## src/rtl/jmsp_pkg.sv

```systemverilog
// package for the jpeg marker segment parser: codes, event record and zigzag table
`default_nettype none
package jmsp_pkg;

  typedef enum logic [4:0] {
    PH_SOI0, PH_SOI1, PH_HUNT, PH_MARK, PH_LEN0, PH_LEN1, PH_SKIP, PH_SOFH,
    PH_SOFC, PH_DQTI, PH_DQTE, PH_DHTI, PH_DHTC, PH_DHTV, PH_SOSN, PH_SOSP,
    PH_PEND, PH_END
  } phase_e;

  typedef enum logic [1:0] {
    OP_DATA = 2'd0, OP_EOF = 2'd1, OP_RESTART = 2'd2, OP_NONE = 2'd3
  } op_e;

  localparam logic [2:0] EV_FRAME = 3'd0, EV_COMP = 3'd1, EV_QUANT = 3'd2,
    EV_HCOUNT = 3'd3, EV_HVAL = 3'd4, EV_SCAN = 3'd5, EV_FINISH = 3'd6;

  localparam logic [2:0] ST_OK = 3'd0, ST_START = 3'd1, ST_EOI = 3'd2,
    ST_TRUNC = 3'd3, ST_FRAME = 3'd4, ST_QUANT = 3'd5, ST_HUFF = 3'd6,
    ST_SCAN = 3'd7;

  localparam logic [7:0] M_SOI = 8'hD8, M_EOI = 8'hD9, M_SOF0 = 8'hC0,
    M_SOF1 = 8'hC1, M_SOF2 = 8'hC2, M_DHT = 8'hC4, M_DQT = 8'hDB,
    M_SOS = 8'hDA, M_RST0 = 8'hD0, M_RST7 = 8'hD7, M_FILL = 8'hFF;

  localparam int QDEPTH = 4;
  localparam int QAW = $clog2(QDEPTH);

  typedef struct packed {
    logic [2:0]  event_res;
    logic [2:0]  status;
    logic [1:0]  slot;
    logic        huff_class;
    logic [11:0] index;
    logic [15:0] value;
    logic [15:0] height;
    logic [15:0] width;
    logic [1:0]  comp_count;
    logic [3:0]  hi_nibble;
    logic [3:0]  lo_nibble;
    logic [7:0]  quant_select;
  } event_t;

  function automatic logic [5:0] nat_pos(input logic [5:0] k);
    logic [5:0] t [64];
    t = '{6'd0, 6'd1, 6'd8, 6'd16, 6'd9, 6'd2, 6'd3, 6'd10, 6'd17, 6'd24, 6'd32,
          6'd25, 6'd18, 6'd11, 6'd4, 6'd5, 6'd12, 6'd19, 6'd26, 6'd33, 6'd40,
          6'd48, 6'd41, 6'd34, 6'd27, 6'd20, 6'd13, 6'd6, 6'd7, 6'd14, 6'd21,
          6'd28, 6'd35, 6'd42, 6'd49, 6'd56, 6'd57, 6'd50, 6'd43, 6'd36, 6'd29,
          6'd22, 6'd15, 6'd23, 6'd30, 6'd37, 6'd44, 6'd51, 6'd58, 6'd59, 6'd52,
          6'd45, 6'd38, 6'd31, 6'd39, 6'd46, 6'd53, 6'd60, 6'd61, 6'd54, 6'd47,
          6'd55, 6'd62, 6'd63};
    return t[k];
  endfunction

endpackage
`default_nettype wire

```

## src/rtl/jmsp_front.sv

```systemverilog
// front end: byte classification and header state machine, one item per cycle unless the event queue is full
`default_nettype none
module jmsp_front (
  input  wire logic            clk_i,
  input  wire logic            rst_ni,
  input  wire logic            in_valid_i,
  output logic                 in_stall_o,
  input  wire logic [1:0]      op_i,
  input  wire logic [7:0]      data_byte_i,
  input  wire logic            q_full_i,
  output logic                 ev_push_o,
  output jmsp_pkg::event_t     ev_o
);

  jmsp_pkg::phase_e phase_q, phase_d;
  logic [15:0] rem_q, rem_d, pos_q, pos_d;
  logic [7:0]  mark_q, mark_d, held_q, held_d, tinfo_q, tinfo_d, scan_q, scan_d;
  logic [1:0]  ncomp_q, ncomp_d;
  logic [7:0]  cid_q [3];
  logic [7:0]  cid_d [3];
  logic [11:0] sub_q, sub_d, total_q, total_d;
  logic        fin_q, fin_d;
  logic [15:0] hgt_q, hgt_d, wid_q, wid_d;

  jmsp_pkg::event_t ev;
  logic have;
  logic [15:0] left, len;
  logic is_sof, seg_ok, matched;
  logic [2:0] err;
  logic [1:0] mj;

  assign in_stall_o = q_full_i;
  wire take = in_valid_i && !q_full_i;

  always_comb begin
    is_sof = (mark_q == jmsp_pkg::M_SOF0) || (mark_q == jmsp_pkg::M_SOF1) ||
             (mark_q == jmsp_pkg::M_SOF2);
    if (is_sof) err = jmsp_pkg::ST_FRAME;
    else if (mark_q == jmsp_pkg::M_DQT) err = jmsp_pkg::ST_QUANT;
    else if (mark_q == jmsp_pkg::M_DHT) err = jmsp_pkg::ST_HUFF;
    else if (mark_q == jmsp_pkg::M_SOS) err = jmsp_pkg::ST_SCAN;
    else err = jmsp_pkg::ST_TRUNC;
  end

  always_comb begin
    phase_d = phase_q; rem_d = rem_q; pos_d = pos_q; mark_d = mark_q;
    held_d = held_q; tinfo_d = tinfo_q; scan_d = scan_q; ncomp_d = ncomp_q;
    cid_d = cid_q; sub_d = sub_q; total_d = total_q; fin_d = fin_q;
    hgt_d = hgt_q; wid_d = wid_q;
    ev = '0; have = 1'b0;
    left = rem_q - 16'd1;
    len = {held_q, data_byte_i};
    seg_ok = 1'b1;
    matched = 1'b0;
    mj = 2'd0;
    if (take) begin
      if (op_i == jmsp_pkg::OP_RESTART) begin
        phase_d = jmsp_pkg::PH_SOI0; rem_d = '0; pos_d = '0; mark_d = '0;
        held_d = '0; tinfo_d = '0; scan_d = '0; ncomp_d = '0;
        cid_d = '{default: '0}; sub_d = '0; total_d = '0; fin_d = 1'b0;
        hgt_d = '0; wid_d = '0;
      end else if (op_i != jmsp_pkg::OP_NONE && !fin_q) begin
        if (phase_q == jmsp_pkg::PH_PEND) begin
          have = 1'b1; ev.event_res = jmsp_pkg::EV_FINISH; ev.status = jmsp_pkg::ST_OK;
        end else if (op_i == jmsp_pkg::OP_EOF) begin
          have = 1'b1; ev.event_res = jmsp_pkg::EV_FINISH;
          ev.status = (phase_q == jmsp_pkg::PH_SOI0 || phase_q == jmsp_pkg::PH_SOI1) ?
                      jmsp_pkg::ST_START : jmsp_pkg::ST_TRUNC;
        end else begin
          case (phase_q)
            jmsp_pkg::PH_SOI0: if (data_byte_i != jmsp_pkg::M_FILL) begin
              have = 1'b1; ev.event_res = jmsp_pkg::EV_FINISH; ev.status = jmsp_pkg::ST_START;
            end else phase_d = jmsp_pkg::PH_SOI1;
            jmsp_pkg::PH_SOI1: if (data_byte_i != jmsp_pkg::M_SOI) begin
              have = 1'b1; ev.event_res = jmsp_pkg::EV_FINISH; ev.status = jmsp_pkg::ST_START;
            end else phase_d = jmsp_pkg::PH_HUNT;
            jmsp_pkg::PH_HUNT: if (data_byte_i == jmsp_pkg::M_FILL) phase_d = jmsp_pkg::PH_MARK;
            jmsp_pkg::PH_MARK: begin
              if (data_byte_i == jmsp_pkg::M_FILL) begin
              end else if (data_byte_i == jmsp_pkg::M_EOI) begin
                have = 1'b1; ev.event_res = jmsp_pkg::EV_FINISH; ev.status = jmsp_pkg::ST_EOI;
              end else if (data_byte_i >= jmsp_pkg::M_RST0 && data_byte_i <= jmsp_pkg::M_RST7) begin
                phase_d = jmsp_pkg::PH_HUNT;
              end else begin
                mark_d = data_byte_i; phase_d = jmsp_pkg::PH_LEN0;
              end
            end
            jmsp_pkg::PH_LEN0: begin held_d = data_byte_i; phase_d = jmsp_pkg::PH_LEN1; end
            jmsp_pkg::PH_LEN1: begin
              if (len < 16'd2 || (is_sof && len < 16'd8) ||
                  (mark_q == jmsp_pkg::M_SOS && len < 16'd6)) begin
                have = 1'b1; ev.event_res = jmsp_pkg::EV_FINISH; ev.status = err;
              end else begin
                rem_d = len - 16'd2; pos_d = '0; sub_d = '0;
                if (rem_d == 16'd0) phase_d = jmsp_pkg::PH_HUNT;
                else if (is_sof) phase_d = jmsp_pkg::PH_SOFH;
                else if (mark_q == jmsp_pkg::M_DQT) phase_d = jmsp_pkg::PH_DQTI;
                else if (mark_q == jmsp_pkg::M_DHT) phase_d = jmsp_pkg::PH_DHTI;
                else if (mark_q == jmsp_pkg::M_SOS) phase_d = jmsp_pkg::PH_SOSN;
                else phase_d = jmsp_pkg::PH_SKIP;
              end
            end
            default: begin
              // segment body byte
              rem_d = left;
              case (phase_q)
                jmsp_pkg::PH_SOFH: begin
                  case (pos_q)
                    16'd1, 16'd3: held_d = data_byte_i;
                    16'd2: hgt_d = {held_q, data_byte_i};
                    16'd4: wid_d = {held_q, data_byte_i};
                    16'd5: begin
                      if (data_byte_i != 8'd1 && data_byte_i != 8'd3) begin
                        seg_ok = 1'b0; have = 1'b1; ev.event_res = jmsp_pkg::EV_FINISH;
                        ev.status = jmsp_pkg::ST_FRAME;
                      end else begin
                        ncomp_d = data_byte_i[1:0];
                        have = 1'b1; ev.event_res = jmsp_pkg::EV_FRAME;
                        ev.height = hgt_q; ev.width = wid_q; ev.comp_count = data_byte_i[1:0];
                        sub_d = '0; phase_d = jmsp_pkg::PH_SOFC;
                      end
                    end
                    default: ;
                  endcase
                  if (seg_ok) pos_d = (phase_d == jmsp_pkg::PH_SOFC) ? 16'd0 : pos_q + 16'd1;
                end
                jmsp_pkg::PH_SOFC: begin
                  if (pos_q == 16'd0) begin
                    if (sub_q < 12'd3) cid_d[sub_q[1:0]] = data_byte_i;
                    held_d = data_byte_i; pos_d = 16'd1;
                  end else if (pos_q == 16'd1) begin
                    tinfo_d = data_byte_i; pos_d = 16'd2;
                  end else begin
                    have = 1'b1; ev.event_res = jmsp_pkg::EV_COMP; ev.slot = sub_q[1:0];
                    ev.value = {8'd0, held_q}; ev.hi_nibble = tinfo_q[7:4];
                    ev.lo_nibble = tinfo_q[3:0]; ev.quant_select = data_byte_i;
                    pos_d = '0; sub_d = sub_q + 12'd1;
                    if (sub_d >= {10'd0, ncomp_q}) phase_d = jmsp_pkg::PH_SKIP;
                  end
                end
                jmsp_pkg::PH_DQTI: begin
                  tinfo_d = data_byte_i;
                  if (data_byte_i[3:2] != 2'd0) begin
                    seg_ok = 1'b0; have = 1'b1; ev.event_res = jmsp_pkg::EV_FINISH;
                    ev.status = jmsp_pkg::ST_QUANT;
                  end else begin
                    sub_d = '0; pos_d = '0; phase_d = jmsp_pkg::PH_DQTE;
                  end
                end
                jmsp_pkg::PH_DQTE: begin
                  if (tinfo_q[7:4] != 4'd0 && pos_q == 16'd0) begin
                    held_d = data_byte_i; pos_d = 16'd1;
                  end else begin
                    have = 1'b1; ev.event_res = jmsp_pkg::EV_QUANT; ev.slot = tinfo_q[1:0];
                    ev.index = {6'd0, jmsp_pkg::nat_pos(sub_q[5:0])};
                    ev.value = (tinfo_q[7:4] != 4'd0) ? {held_q, data_byte_i} :
                               {8'd0, data_byte_i};
                    pos_d = '0; sub_d = sub_q + 12'd1;
                    if (sub_d >= 12'd64) phase_d = jmsp_pkg::PH_DQTI;
                  end
                end
                jmsp_pkg::PH_DHTI: begin
                  tinfo_d = data_byte_i;
                  if (data_byte_i[3:1] != 3'd0) begin
                    seg_ok = 1'b0; have = 1'b1; ev.event_res = jmsp_pkg::EV_FINISH;
                    ev.status = jmsp_pkg::ST_HUFF;
                  end else begin
                    sub_d = '0; total_d = '0; phase_d = jmsp_pkg::PH_DHTC;
                  end
                end
                jmsp_pkg::PH_DHTC: begin
                  have = 1'b1; ev.event_res = jmsp_pkg::EV_HCOUNT; ev.slot = tinfo_q[1:0];
                  ev.huff_class = tinfo_q[7:4] != 4'd0; ev.index = sub_q;
                  ev.value = {8'd0, data_byte_i};
                  total_d = total_q + {4'd0, data_byte_i};
                  sub_d = sub_q + 12'd1;
                  if (sub_d >= 12'd16) begin
                    sub_d = '0;
                    phase_d = (total_d != 12'd0) ? jmsp_pkg::PH_DHTV : jmsp_pkg::PH_DHTI;
                  end
                end
                jmsp_pkg::PH_DHTV: begin
                  have = 1'b1; ev.event_res = jmsp_pkg::EV_HVAL; ev.slot = tinfo_q[1:0];
                  ev.huff_class = tinfo_q[7:4] != 4'd0; ev.index = sub_q;
                  ev.value = {8'd0, data_byte_i};
                  sub_d = sub_q + 12'd1;
                  if (sub_d >= total_q) phase_d = jmsp_pkg::PH_DHTI;
                end
                jmsp_pkg::PH_SOSN: begin
                  scan_d = data_byte_i; pos_d = '0;
                  phase_d = (data_byte_i != 8'd0) ? jmsp_pkg::PH_SOSP : jmsp_pkg::PH_SKIP;
                end
                jmsp_pkg::PH_SOSP: begin
                  if (pos_q == 16'd0) begin
                    held_d = data_byte_i; pos_d = 16'd1;
                  end else begin
                    pos_d = '0;
                    // first frame component with a matching id
                    for (int j = 2; j >= 0; j--) begin
                      if (j < int'(ncomp_q) && cid_q[j] == held_q) begin
                        matched = 1'b1; mj = 2'(j);
                      end
                    end
                    if (matched) begin
                      have = 1'b1; ev.event_res = jmsp_pkg::EV_SCAN; ev.slot = mj;
                      ev.value = {8'd0, held_q}; ev.hi_nibble = data_byte_i[7:4];
                      ev.lo_nibble = data_byte_i[3:0];
                    end
                    scan_d = scan_q - 8'd1;
                    if (scan_d == 8'd0) phase_d = jmsp_pkg::PH_SKIP;
                  end
                end
                default: ;
              endcase
              if (seg_ok && left == 16'd0) begin
                if (phase_d == jmsp_pkg::PH_SKIP || phase_d == jmsp_pkg::PH_DQTI ||
                    phase_d == jmsp_pkg::PH_DHTI) begin
                  if (mark_q == jmsp_pkg::M_SOS) begin
                    if (have) phase_d = jmsp_pkg::PH_PEND;
                    else begin
                      have = 1'b1; ev = '0; ev.event_res = jmsp_pkg::EV_FINISH;
                      ev.status = jmsp_pkg::ST_OK;
                    end
                  end else phase_d = jmsp_pkg::PH_HUNT;
                end else begin
                  have = 1'b1; ev = '0; ev.event_res = jmsp_pkg::EV_FINISH; ev.status = err;
                end
              end
            end
          endcase
        end
        if (have && ev.event_res == jmsp_pkg::EV_FINISH) begin
          fin_d = 1'b1; phase_d = jmsp_pkg::PH_END;
        end
      end
    end
  end

  assign ev_push_o = have;
  assign ev_o = ev;

  always_ff @(posedge clk_i or negedge rst_ni) begin
    if (!rst_ni) begin
      phase_q <= jmsp_pkg::PH_SOI0; rem_q <= '0; pos_q <= '0; mark_q <= '0;
      held_q <= '0; tinfo_q <= '0; scan_q <= '0; ncomp_q <= '0;
      cid_q <= '{default: '0}; sub_q <= '0; total_q <= '0; fin_q <= 1'b0;
      hgt_q <= '0; wid_q <= '0;
    end else begin
      phase_q <= phase_d; rem_q <= rem_d; pos_q <= pos_d; mark_q <= mark_d;
      held_q <= held_d; tinfo_q <= tinfo_d; scan_q <= scan_d; ncomp_q <= ncomp_d;
      cid_q <= cid_d; sub_q <= sub_d; total_q <= total_d; fin_q <= fin_d;
      hgt_q <= hgt_d; wid_q <= wid_d;
    end
  end

endmodule
`default_nettype wire

```

## src/rtl/jmsp_queue.sv

```systemverilog
// event queue between the parser front end and the output port
`default_nettype none
module jmsp_queue (
  input  wire logic             clk_i,
  input  wire logic             rst_ni,
  input  wire logic             push_i,
  input  wire jmsp_pkg::event_t data_i,
  output logic                  full_o,
  output logic                  valid_o,
  input  wire logic             pop_i,
  output jmsp_pkg::event_t      data_o
);

  jmsp_pkg::event_t mem_q [jmsp_pkg::QDEPTH];
  logic [jmsp_pkg::QAW-1:0] wp_q, rp_q;
  logic [jmsp_pkg::QAW:0]   cnt_q;

  wire do_pop = pop_i && valid_o;
  assign full_o  = cnt_q == (jmsp_pkg::QAW+1)'(jmsp_pkg::QDEPTH);
  assign valid_o = cnt_q != '0;
  assign data_o  = mem_q[rp_q];

  always_ff @(posedge clk_i) begin
    if (push_i) mem_q[wp_q] <= data_i;
  end

  always_ff @(posedge clk_i or negedge rst_ni) begin
    if (!rst_ni) begin
      wp_q <= '0; rp_q <= '0; cnt_q <= '0;
    end else begin
      if (push_i) wp_q <= wp_q + 1'b1;
      if (do_pop) rp_q <= rp_q + 1'b1;
      cnt_q <= cnt_q + (jmsp_pkg::QAW+1)'(push_i) - (jmsp_pkg::QAW+1)'(do_pop);
    end
  end

endmodule
`default_nettype wire

```

## src/rtl/jpeg_marker_segment_parser.sv

```systemverilog
// top level of the jpeg marker segment parser
// One file byte per item, taken every cycle while the queue is not full: the
// header state machine in the front end emits at most one event per item, which goes
// into a four-entry queue that drives the output port. The input stalls only
// while that queue is full. Events of a run that finishes with an error status
// are to be discarded by the consumer. Events are registered in the queue before the output port.
`default_nettype none
module jpeg_marker_segment_parser (
  input  wire logic        clk_i,
  input  wire logic        rst_ni,
  input  wire logic        in_valid_i,
  output logic             in_stall_o,
  input  wire logic [1:0]  op_i,
  input  wire logic [7:0]  data_byte_i,
  output logic             out_valid_o,
  input  wire logic        out_stall_i,
  output logic [2:0]       event_res_o,
  output logic [2:0]       status_o,
  output logic [1:0]       slot_o,
  output logic             huff_class_o,
  output logic [11:0]      index_o,
  output logic [15:0]      value_o,
  output logic [15:0]      height_o,
  output logic [15:0]      width_o,
  output logic [1:0]       comp_count_o,
  output logic [3:0]       hi_nibble_o,
  output logic [3:0]       lo_nibble_o,
  output logic [7:0]       quant_select_o
);

  jmsp_pkg::event_t ev, qo;
  logic push, full;

  jmsp_front u_front (
    .clk_i, .rst_ni, .in_valid_i, .in_stall_o, .op_i, .data_byte_i,
    .q_full_i(full), .ev_push_o(push), .ev_o(ev)
  );

  jmsp_queue u_queue (
    .clk_i, .rst_ni, .push_i(push), .data_i(ev), .full_o(full),
    .valid_o(out_valid_o), .pop_i(!out_stall_i), .data_o(qo)
  );

  assign event_res_o    = qo.event_res;
  assign status_o       = qo.status;
  assign slot_o         = qo.slot;
  assign huff_class_o   = qo.huff_class;
  assign index_o        = qo.index;
  assign value_o        = qo.value;
  assign height_o       = qo.height;
  assign width_o        = qo.width;
  assign comp_count_o   = qo.comp_count;
  assign hi_nibble_o    = qo.hi_nibble;
  assign lo_nibble_o    = qo.lo_nibble;
  assign quant_select_o = qo.quant_select;

endmodule
`default_nettype wire
```

## config.mk

```make
export PLATFORM = sky130hd
export DESIGN_NAME = jpeg_marker_segment_parser
export DESIGN_NICKNAME = d
export VERILOG_FILES = /design/src/rtl/jmsp_pkg.sv /design/src/rtl/jmsp_front.sv /design/src/rtl/jmsp_queue.sv /design/src/rtl/jpeg_marker_segment_parser.sv
export SDC_FILE = /design/constraint.sdc
export NUM_CORES = 1
export LEC_CHECK = 0
export ABC_AREA = 1
export BUFFER_PORTS_ARGS = -buffer_cell sky130_fd_sc_hd__buf_2
export CAP_MARGIN = 30
export CORE_UTILIZATION = 30
export CTS_BUF_LIST = sky130_fd_sc_hd__clkbuf_4 sky130_fd_sc_hd__clkbuf_8
export DETAILED_ROUTE_END_ITERATION = 10
export PLACE_DENSITY_LB_ADDON = 0.25
export SYNTH_ARGS = -nofsm -noshare
export SYNTH_HDL_FRONTEND = slang
export SYNTH_SLANG_ARGS = --single-unit
```

## constraint.sdc

```tcl
create_clock -name clk_i -period 12.84 [get_ports clk_i]
set_input_delay 3.852 -clock clk_i [delete_from_list [all_inputs] [get_ports clk_i]]
set_output_delay 3.852 -clock clk_i [all_outputs]
set_load 0.03 [all_outputs]
```

# After elaboration in Yosys (flattened, before gate mapping)
# Memories as Yosys holds them, arrays and structs flattened.
# Cells that the tools add are included.
# op_classes
n_addsub	10
magnitude_cmp	16
n_eq_ne	77
muxes	290
bitwise_logic	2
reduce_logical	73
# op_table
op	count
$mux 87	7
$mux 16	33
$mux 8	34
$mux 81	3
$mux 5	45
$mux 12	18
$mux 24	8
$mux 34	3
$pmux 16 s6	1
$mux 6	15
$pmux 12 s7	1
$pmux 12 s2	3
$mux 1	67
$eq 8x8->1 const B	8
$pmux 16 s2	2
$pmux 16 s4	1
$pmux 8 s2	4
$ne 4x3->1 const B	14
$eq 5x4->1 const B	11
$logic_not 16->1	3
$pmux 5 s9	1
$mux 2	19
$mux 3	11
$eq 16x2->1 const B	2
80 further kinds	154
# totals
regBits	159
mem_bits_rw	348
mem_bits_ro	384
out_inout_bits	89
word_cells	489
n_memories	2
# memory_table
name	depth	width	rd	rd_clocked_by_memory_dff	write_ports	line	source
(name not given)	64	6	1	0	0	jmsp_pkg.sv:53	return t[k];
u_queue.mem_q	4	87	1	0	1	jmsp_queue.sv:14	jmsp_pkg::event_t mem_q [jmsp_pkg::QDEPTH];

# Depth between registers and ports, before layout
# depth
word_depth	37
depth_mapped	32
ltp_nobuf	32

# By module
# A second synthesis with hierarchy kept.
# hier_totals
hier_cells	2901
area_unflattened_um2	25879.8
# modules_own_cells
module	n_inst	cells_each	area_per_inst_um2	seq_area_each_um2
jmsp_queue	1	1156	14103.5	10625.2
jmsp_front	1	1744	11772.5	3803.6
jpeg_marker_segment_parser	1	1	3.8	0.0

# Worst setup path after synthesis
# OpenSTA, ideal clock, no wires.
# synth_timing
kind	input to register
startpoint	input port data_byte_i[0]
endpoint	memory u_queue.mem_q[0][0] in the netlist's numbering, enable pin
setup_time_ns	0.533
t_arrival_ns	9.669
slack_ns	2.637
cell_stages	21
n_path_buf	0
cell_sequence	ha_1 fa_1 nand2_1 nand3_1 nand3_1 nand2_1 xor2_1 nand3_1 inv_1 nand3_1 nand2_1 nand2_1 nor2_1 a21oi_2 nand2_1 o21ai_0 nand2_1 nand2_1 nand2_1 nand2_1 nor2_1
# synth_between
elab_chain_len	34
# synth_rtl
item	line	source
start: declaration	jpeg_marker_segment_parser.sv:14	input wire logic [7:0] data_byte_i,
$ne 8x1->1 / $ne 8x2->1 (equally long branches)	jmsp_front.sv:113	if (data_byte_i != 8'd1 && data_byte_i != 8'd3) begin
$logic_and 1x1->1	jmsp_front.sv:113	
$mux 5	jmsp_front.sv:113	
$mux 5	jmsp_front.sv:108	case (pos_q)
$mux 5	jmsp_front.sv:106	case (phase_q)
$mux 5	jmsp_front.sv:70	case (phase_q)
$mux 5	jmsp_front.sv:65	end else if (op_i == jmsp_pkg::OP_EOF) begin
$mux 5	jmsp_front.sv:63	if (phase_q == jmsp_pkg::PH_PEND) begin
[18 not listed]	--	
$mux 1 (*)	jmsp_front.sv:62	end else if (op_i != jmsp_pkg::OP_NONE && !fin_q) begin
$mux 1 (*)	jmsp_front.sv:57	if (op_i == jmsp_pkg::OP_RESTART) begin
$mux 1 (*)	jmsp_front.sv:56	if (take) begin
$mux 1 (*)	jmsp_front.sv:62	
$mux 1 (*)	jmsp_front.sv:57	
$mux 1 (*)	jmsp_front.sv:56	
$mux 1 (*)	jmsp_queue.sv:24	if (push_i) mem_q[wp_q] <= data_i;
$mux 1 (not written as such) (*)	jmsp_queue.sv:24	
end: declaration	jmsp_queue.sv:14	
# Mark *: on every way between the ends. The rest lies on a longest branch, timed or not. The select of a mux whose other input is x is not followed.

# Final worst setup path
# layout_timing
startpoint	input port data_byte_i[0]
endpoint	memory u_queue.mem_q[3][52] in the netlist's numbering, enable pin
# Same word-level chain as after synthesis.

==> flow_metrics.py <==
metrics = {
    "setup_path": {
        "highest_net_fanout_along_the_worst_path": 36,
        "worst_endpoint_data_arrival_time_ns": 8.93,
        "rr_startpoint": "u_front.sub_q[0]$_DFFE_PN0P_",
        "crit_path_end": "u_queue.mem_q[3][52]$_DFFE_PP_",
        "worstSetupStartpoint": "data_byte_i[0]",
        "timing.reg2reg.worst_path_depth": 26,
        "endpoint_required_time_on_the_critical_path_ns": 13.16,
        "critPathCaptureType": "register",
        "timing_worst_setup_path_type": "input pin to register",
        "crit-reg2reg-capture": "u_queue.mem_q[3][52]$_DFFE_PP_",
        "crit_path_start_kind": "input pin",
        "timing.reg2reg.setup_slack_ns": 6.29,
    },
    "layout": {
        "nFillCells": 8598,
        "syn2layout_area_growth_pct": 14.1,
        "finalCoreUtilization_pct": 34.6,
        "multi_input_comb_area_um2": 9340,
        "layout_cells_sized_above_1_pct": 13.6,
        "num-nets-final": 2863,
        "regArea_um2": 14400,
    },
    "synth": {
        "yosys_register_bits": 507,
        "mappedNetlistNets": 2736,
        "synth.lib_cells_used.distinct": 65,
        "yosys_warnings": 0,
        "postSynthCellCount": 2669,
        "synth.avg_cell_area_um2": 9.49,
        "synth_enable_flop_cells": 348,
        "synthesis.area_um2": 25300,
        "asyncSetResetFlopFracSynth_pct": 31.4,
        "synth-main-ff-cell": "sky130_fd_sc_hd__edfxtp_1",
        "fraction_of_the_yosys_area_taken_by_sequential_cells_pct": 57.0,
    },
    "global_routing": {
        "grt_start_max_net_pins": 75,
        "grt_remaining_overflow": 0,
        "grt_use_total_pct": 18.4,
        "grt_pass1_vias": 19242,
        "antenna_found_initial": 4,
        "grt_pass1_wl_um": 120000,
    },
    "routing": {
        "drt_iter0_markers": 1796,
        "routed-via-count": 19985,
        "drc_errors": 0,
        "post_drt_wl_per_cell_um": 20.0,
        "detail_route.wirelength_um": 79200,
        "post_drt_via_cell_ratio": 5.06,
        "wl_met2_um": 36000,
        "topRoutingLayerUsed": "met5",
        "wirelength_met1_um": 37200,
        "detail-route-antenna-nets": 0,
        "met3WireLength_um": 4580,
        "drtPass1Iterations": 5,
    },
    "sta": {
        "rsz_0062_raised_after_global_routing": "false",
        "tightest_slew_ns": 0.945,
        "relSlewSlack_pct": 37.0,
        "total_negative_slack_ns": 0,
        "fmax_mhz": 116,
        "timing.final.crit_share_pct": 67.1,
        "finalWorstPathRequiredPeriod_ns": 8.62,
        "worst_case_clock_skew_ns": 0.0447,
        "holdWs_ns": 0.482,
        "final_hold_fails": 0,
        "setup-violations-final": 0,
        "report.final.slew_viol_count": 0,
    },
    "power": {
        "power_density_nw_per_um2": 231,
        "totalPowerFinal_uw": 6680,
        "static-leakage-power_uw": 0.0112,
        "ir_drop_v": 0.000104,
    },
    "floorplanning": {
        "fp.dieW_um": 293,
        "die_area_um2": 85600,
        "initial_core_util_pct": 30.3,
        "floorplan.core_area_um2": 83600,
        "top_level_ports": 103,
        "chipHeight_um": 293,
        "rows": 106,
    },
    "clock_network": {
        "clock-sinks": 507,
        "root_buffer": "sky130_fd_sc_hd__clkbuf_8",
        "clkTransAtPathRegs_ns": 0.06,
        "cts_max_level": 3,
        "setup_fix_buffers_added_after_clock_tree_synthesis": 0,
        "cts_tree": "done",
        "cts.hold.buffers_added": 0,
        "cts_inserted_buffers": 90,
        "post_cts_resized": 0,
        "cts_buffer_depth": 3,
        "clock_latency_ns": 0.71,
    },
    "status": {
        "outcome": "finished clean",
    },
    "place": {
        "gpl.final_weighted_congestion": 0.960,
        "port_buffers": 102,
        "detailed_place_hpwl_um": 54900,
    },
    "min_path": {
        "min_delay_path_depth": 2,
        "worstHoldPathType": "register to register",
    },
    "job": {
        "cap_viol_max_count": 0,
    },
}
## cell usage after synthesis (all sizes together), types with 46 or more instances
cell type / number / share of area, %
edfxtp: 348 / 41
nand4: 46 / 1.2
nand3: 105 / 2.3
nor3: 52 / 1.2
dfrtp: 159 / 16
clkbuf: 89 / 1.3
ha: 51 / 2.5
nand2: 420 / 6.4
a21oi: 64 / 1.3
o21ai: 303 / 6.0
nor2: 418 / 7.4
o22ai: 149 / 3.7
inv: 290 / 4.3
## layout by cell type, fill, tap and decap left out, types with 15 or more instances in the layout
| cell type | n |
|---|---|
| sky130_fd_sc_hd__nor2_4 | 39 |
| sky130_fd_sc_hd__edfxtp_1 | 348 |
| sky130_fd_sc_hd__inv_2 | 15 |
| sky130_fd_sc_hd__buf_4 | 32 |
| sky130_fd_sc_hd__nor4_1 | 18 |
| sky130_fd_sc_hd__nor3_1 | 47 |
| sky130_fd_sc_hd__clkinv_1 | 27 |
| sky130_fd_sc_hd__clkbuf_4 | 29 |
| sky130_fd_sc_hd__nand4_1 | 45 |
| sky130_fd_sc_hd__o22ai_1 | 149 |
| sky130_fd_sc_hd__buf_2 | 102 |
| sky130_fd_sc_hd__inv_1 | 273 |
| sky130_fd_sc_hd__nor2_1 | 370 |
| sky130_fd_sc_hd__o21ai_0 | 298 |
| sky130_fd_sc_hd__dfrtp_1 | 157 |
| sky130_fd_sc_hd__nand3_1 | 96 |
| sky130_fd_sc_hd__nand2_1 | 405 |
| sky130_fd_sc_hd__a21oi_1 | 63 |
| sky130_fd_sc_hd__ha_1 | 51 |
| sky130_fd_sc_hd__clkbuf_8 | 96 |
| sky130_fd_sc_hd__xor2_1 | 36 |
## cell families (layout without fill, tap and decap cells)
group                    after synthesis  count (layout)  share of synthesized area [%]
flip-flops                           507             507                           57.0
AND/OR/NAND/NOR                     1081            1081                           19.5
adder cells (fa/ha/maj)               53              53                           2.68
XOR/XNOR                              41              41                           1.42
buffers and inverters                402             605                           6.29
AO/OA/AOI/OAI                        585             585                           13.1
other                                  0               1                              0
## critical path: stages
cell and delay (ns):
sky130_fd_sc_hd__buf_2 0.22, sky130_fd_sc_hd__ha_1 0.29, sky130_fd_sc_hd__fa_1 0.43, sky130_fd_sc_hd__nand2_1 0.08, sky130_fd_sc_hd__nand3_1 0.13, sky130_fd_sc_hd__nand3b_1 0.15
sky130_fd_sc_hd__nand2_1 0.06, sky130_fd_sc_hd__nand2_1 0.05, sky130_fd_sc_hd__nand2_1 0.06, sky130_fd_sc_hd__nor2_1 0.10, sky130_fd_sc_hd__nand2_1 0.05, sky130_fd_sc_hd__nor2_1 0.17
sky130_fd_sc_hd__nand3_1 0.10, sky130_fd_sc_hd__nand2_1 0.07, sky130_fd_sc_hd__nand2_1 0.05, sky130_fd_sc_hd__nor2_1 0.17, sky130_fd_sc_hd__a21oi_2 0.09, sky130_fd_sc_hd__nand2_1 0.21
sky130_fd_sc_hd__o21ai_0 0.13, sky130_fd_sc_hd__nand2_1 0.12, sky130_fd_sc_hd__nand2_1 0.07, sky130_fd_sc_hd__nand2_1 0.06, sky130_fd_sc_hd__nand2_1 0.34, sky130_fd_sc_hd__nor2_4 0.65
sky130_fd_sc_hd__buf_4 0.55, sky130_fd_sc_hd__buf_4 0.60
## registers in the layout (all words and copies together), names as in the netlist, 2 cells and up
name	count
u_queue.mem_q	348
u_front.cid_q	24
u_front.hgt_q	16
u_front.pos_q	16
u_front.rem_q	16
u_front.wid_q	16
u_front.sub_q	12
u_front.total_q	12
u_front.held_q	8
u_front.mark_q	8
u_front.scan_q	8
u_front.tinfo_q	8
u_front.phase_q	5
u_queue.cnt_q	3
u_front.ncomp_q	2
u_queue.rp_q	2
u_queue.wp_q	2
## metrics by stage
stage          area (um2)  instances  setup slack (ns)
2_1_floorplan       25300       2669              2.64
3_3_place_gp        27000       3778              3.54
3_5_place_dp        27100       3784              3.47
4_1_cts             28900       3952              4.20
5_1_grt             28900       3953              3.78
6_report            28900       3953              4.22
## worst min path at each step
stage	slack, ns	to	from
after global routing	0.51	u_front.wid_q[0]$_DFFE_PN0P_	u_front.wid_q[0]$_DFFE_PN0P_
final	0.48	u_front.wid_q[3]$_DFFE_PN0P_	u_front.wid_q[3]$_DFFE_PN0P_
after floorplan	0.45	u_front.hgt_q[15]$_DFFE_PN0P_	u_front.hgt_q[15]$_DFFE_PN0P_
after CTS	0.49	u_front.wid_q[0]$_DFFE_PN0P_	u_front.wid_q[0]$_DFFE_PN0P_
after global placement	0.47	u_front.wid_q[0]$_DFFE_PN0P_	u_front.wid_q[0]$_DFFE_PN0P_
after detailed placement	0.47	u_front.wid_q[0]$_DFFE_PN0P_	u_front.wid_q[0]$_DFFE_PN0P_
## per-layer routing
layer	global-route usage, %	vias to the layer above
met5	0	-
met1	26.5	9735
met2	28.5	621
met3	3.13	109
met4	4.43	2
li1	-	9518
## power breakdown
part	total, uW	internal (uW)	leakage, uW	switching (uW)
combinational	2820	787	0.00525	2030
sequential	2330	2050	0.00503	280
clock	1530	812	0.000961	717
## cell type report
cell class / count / share of cell area, %
Antenna cell: 1 / 0.00866
Clock buffer: 125 / 5.32
Clock inverter: 43 / 1.01
Inverter: 299 / 3.90
Multi-Input combinational cell: 1760 / 32.3
Sequential cell: 507 / 49.9
Tap cell: 1080 / 4.67
Timing Repair Buffer: 138 / 2.84
No activity file was read; power rests on OpenSTA's default activity.
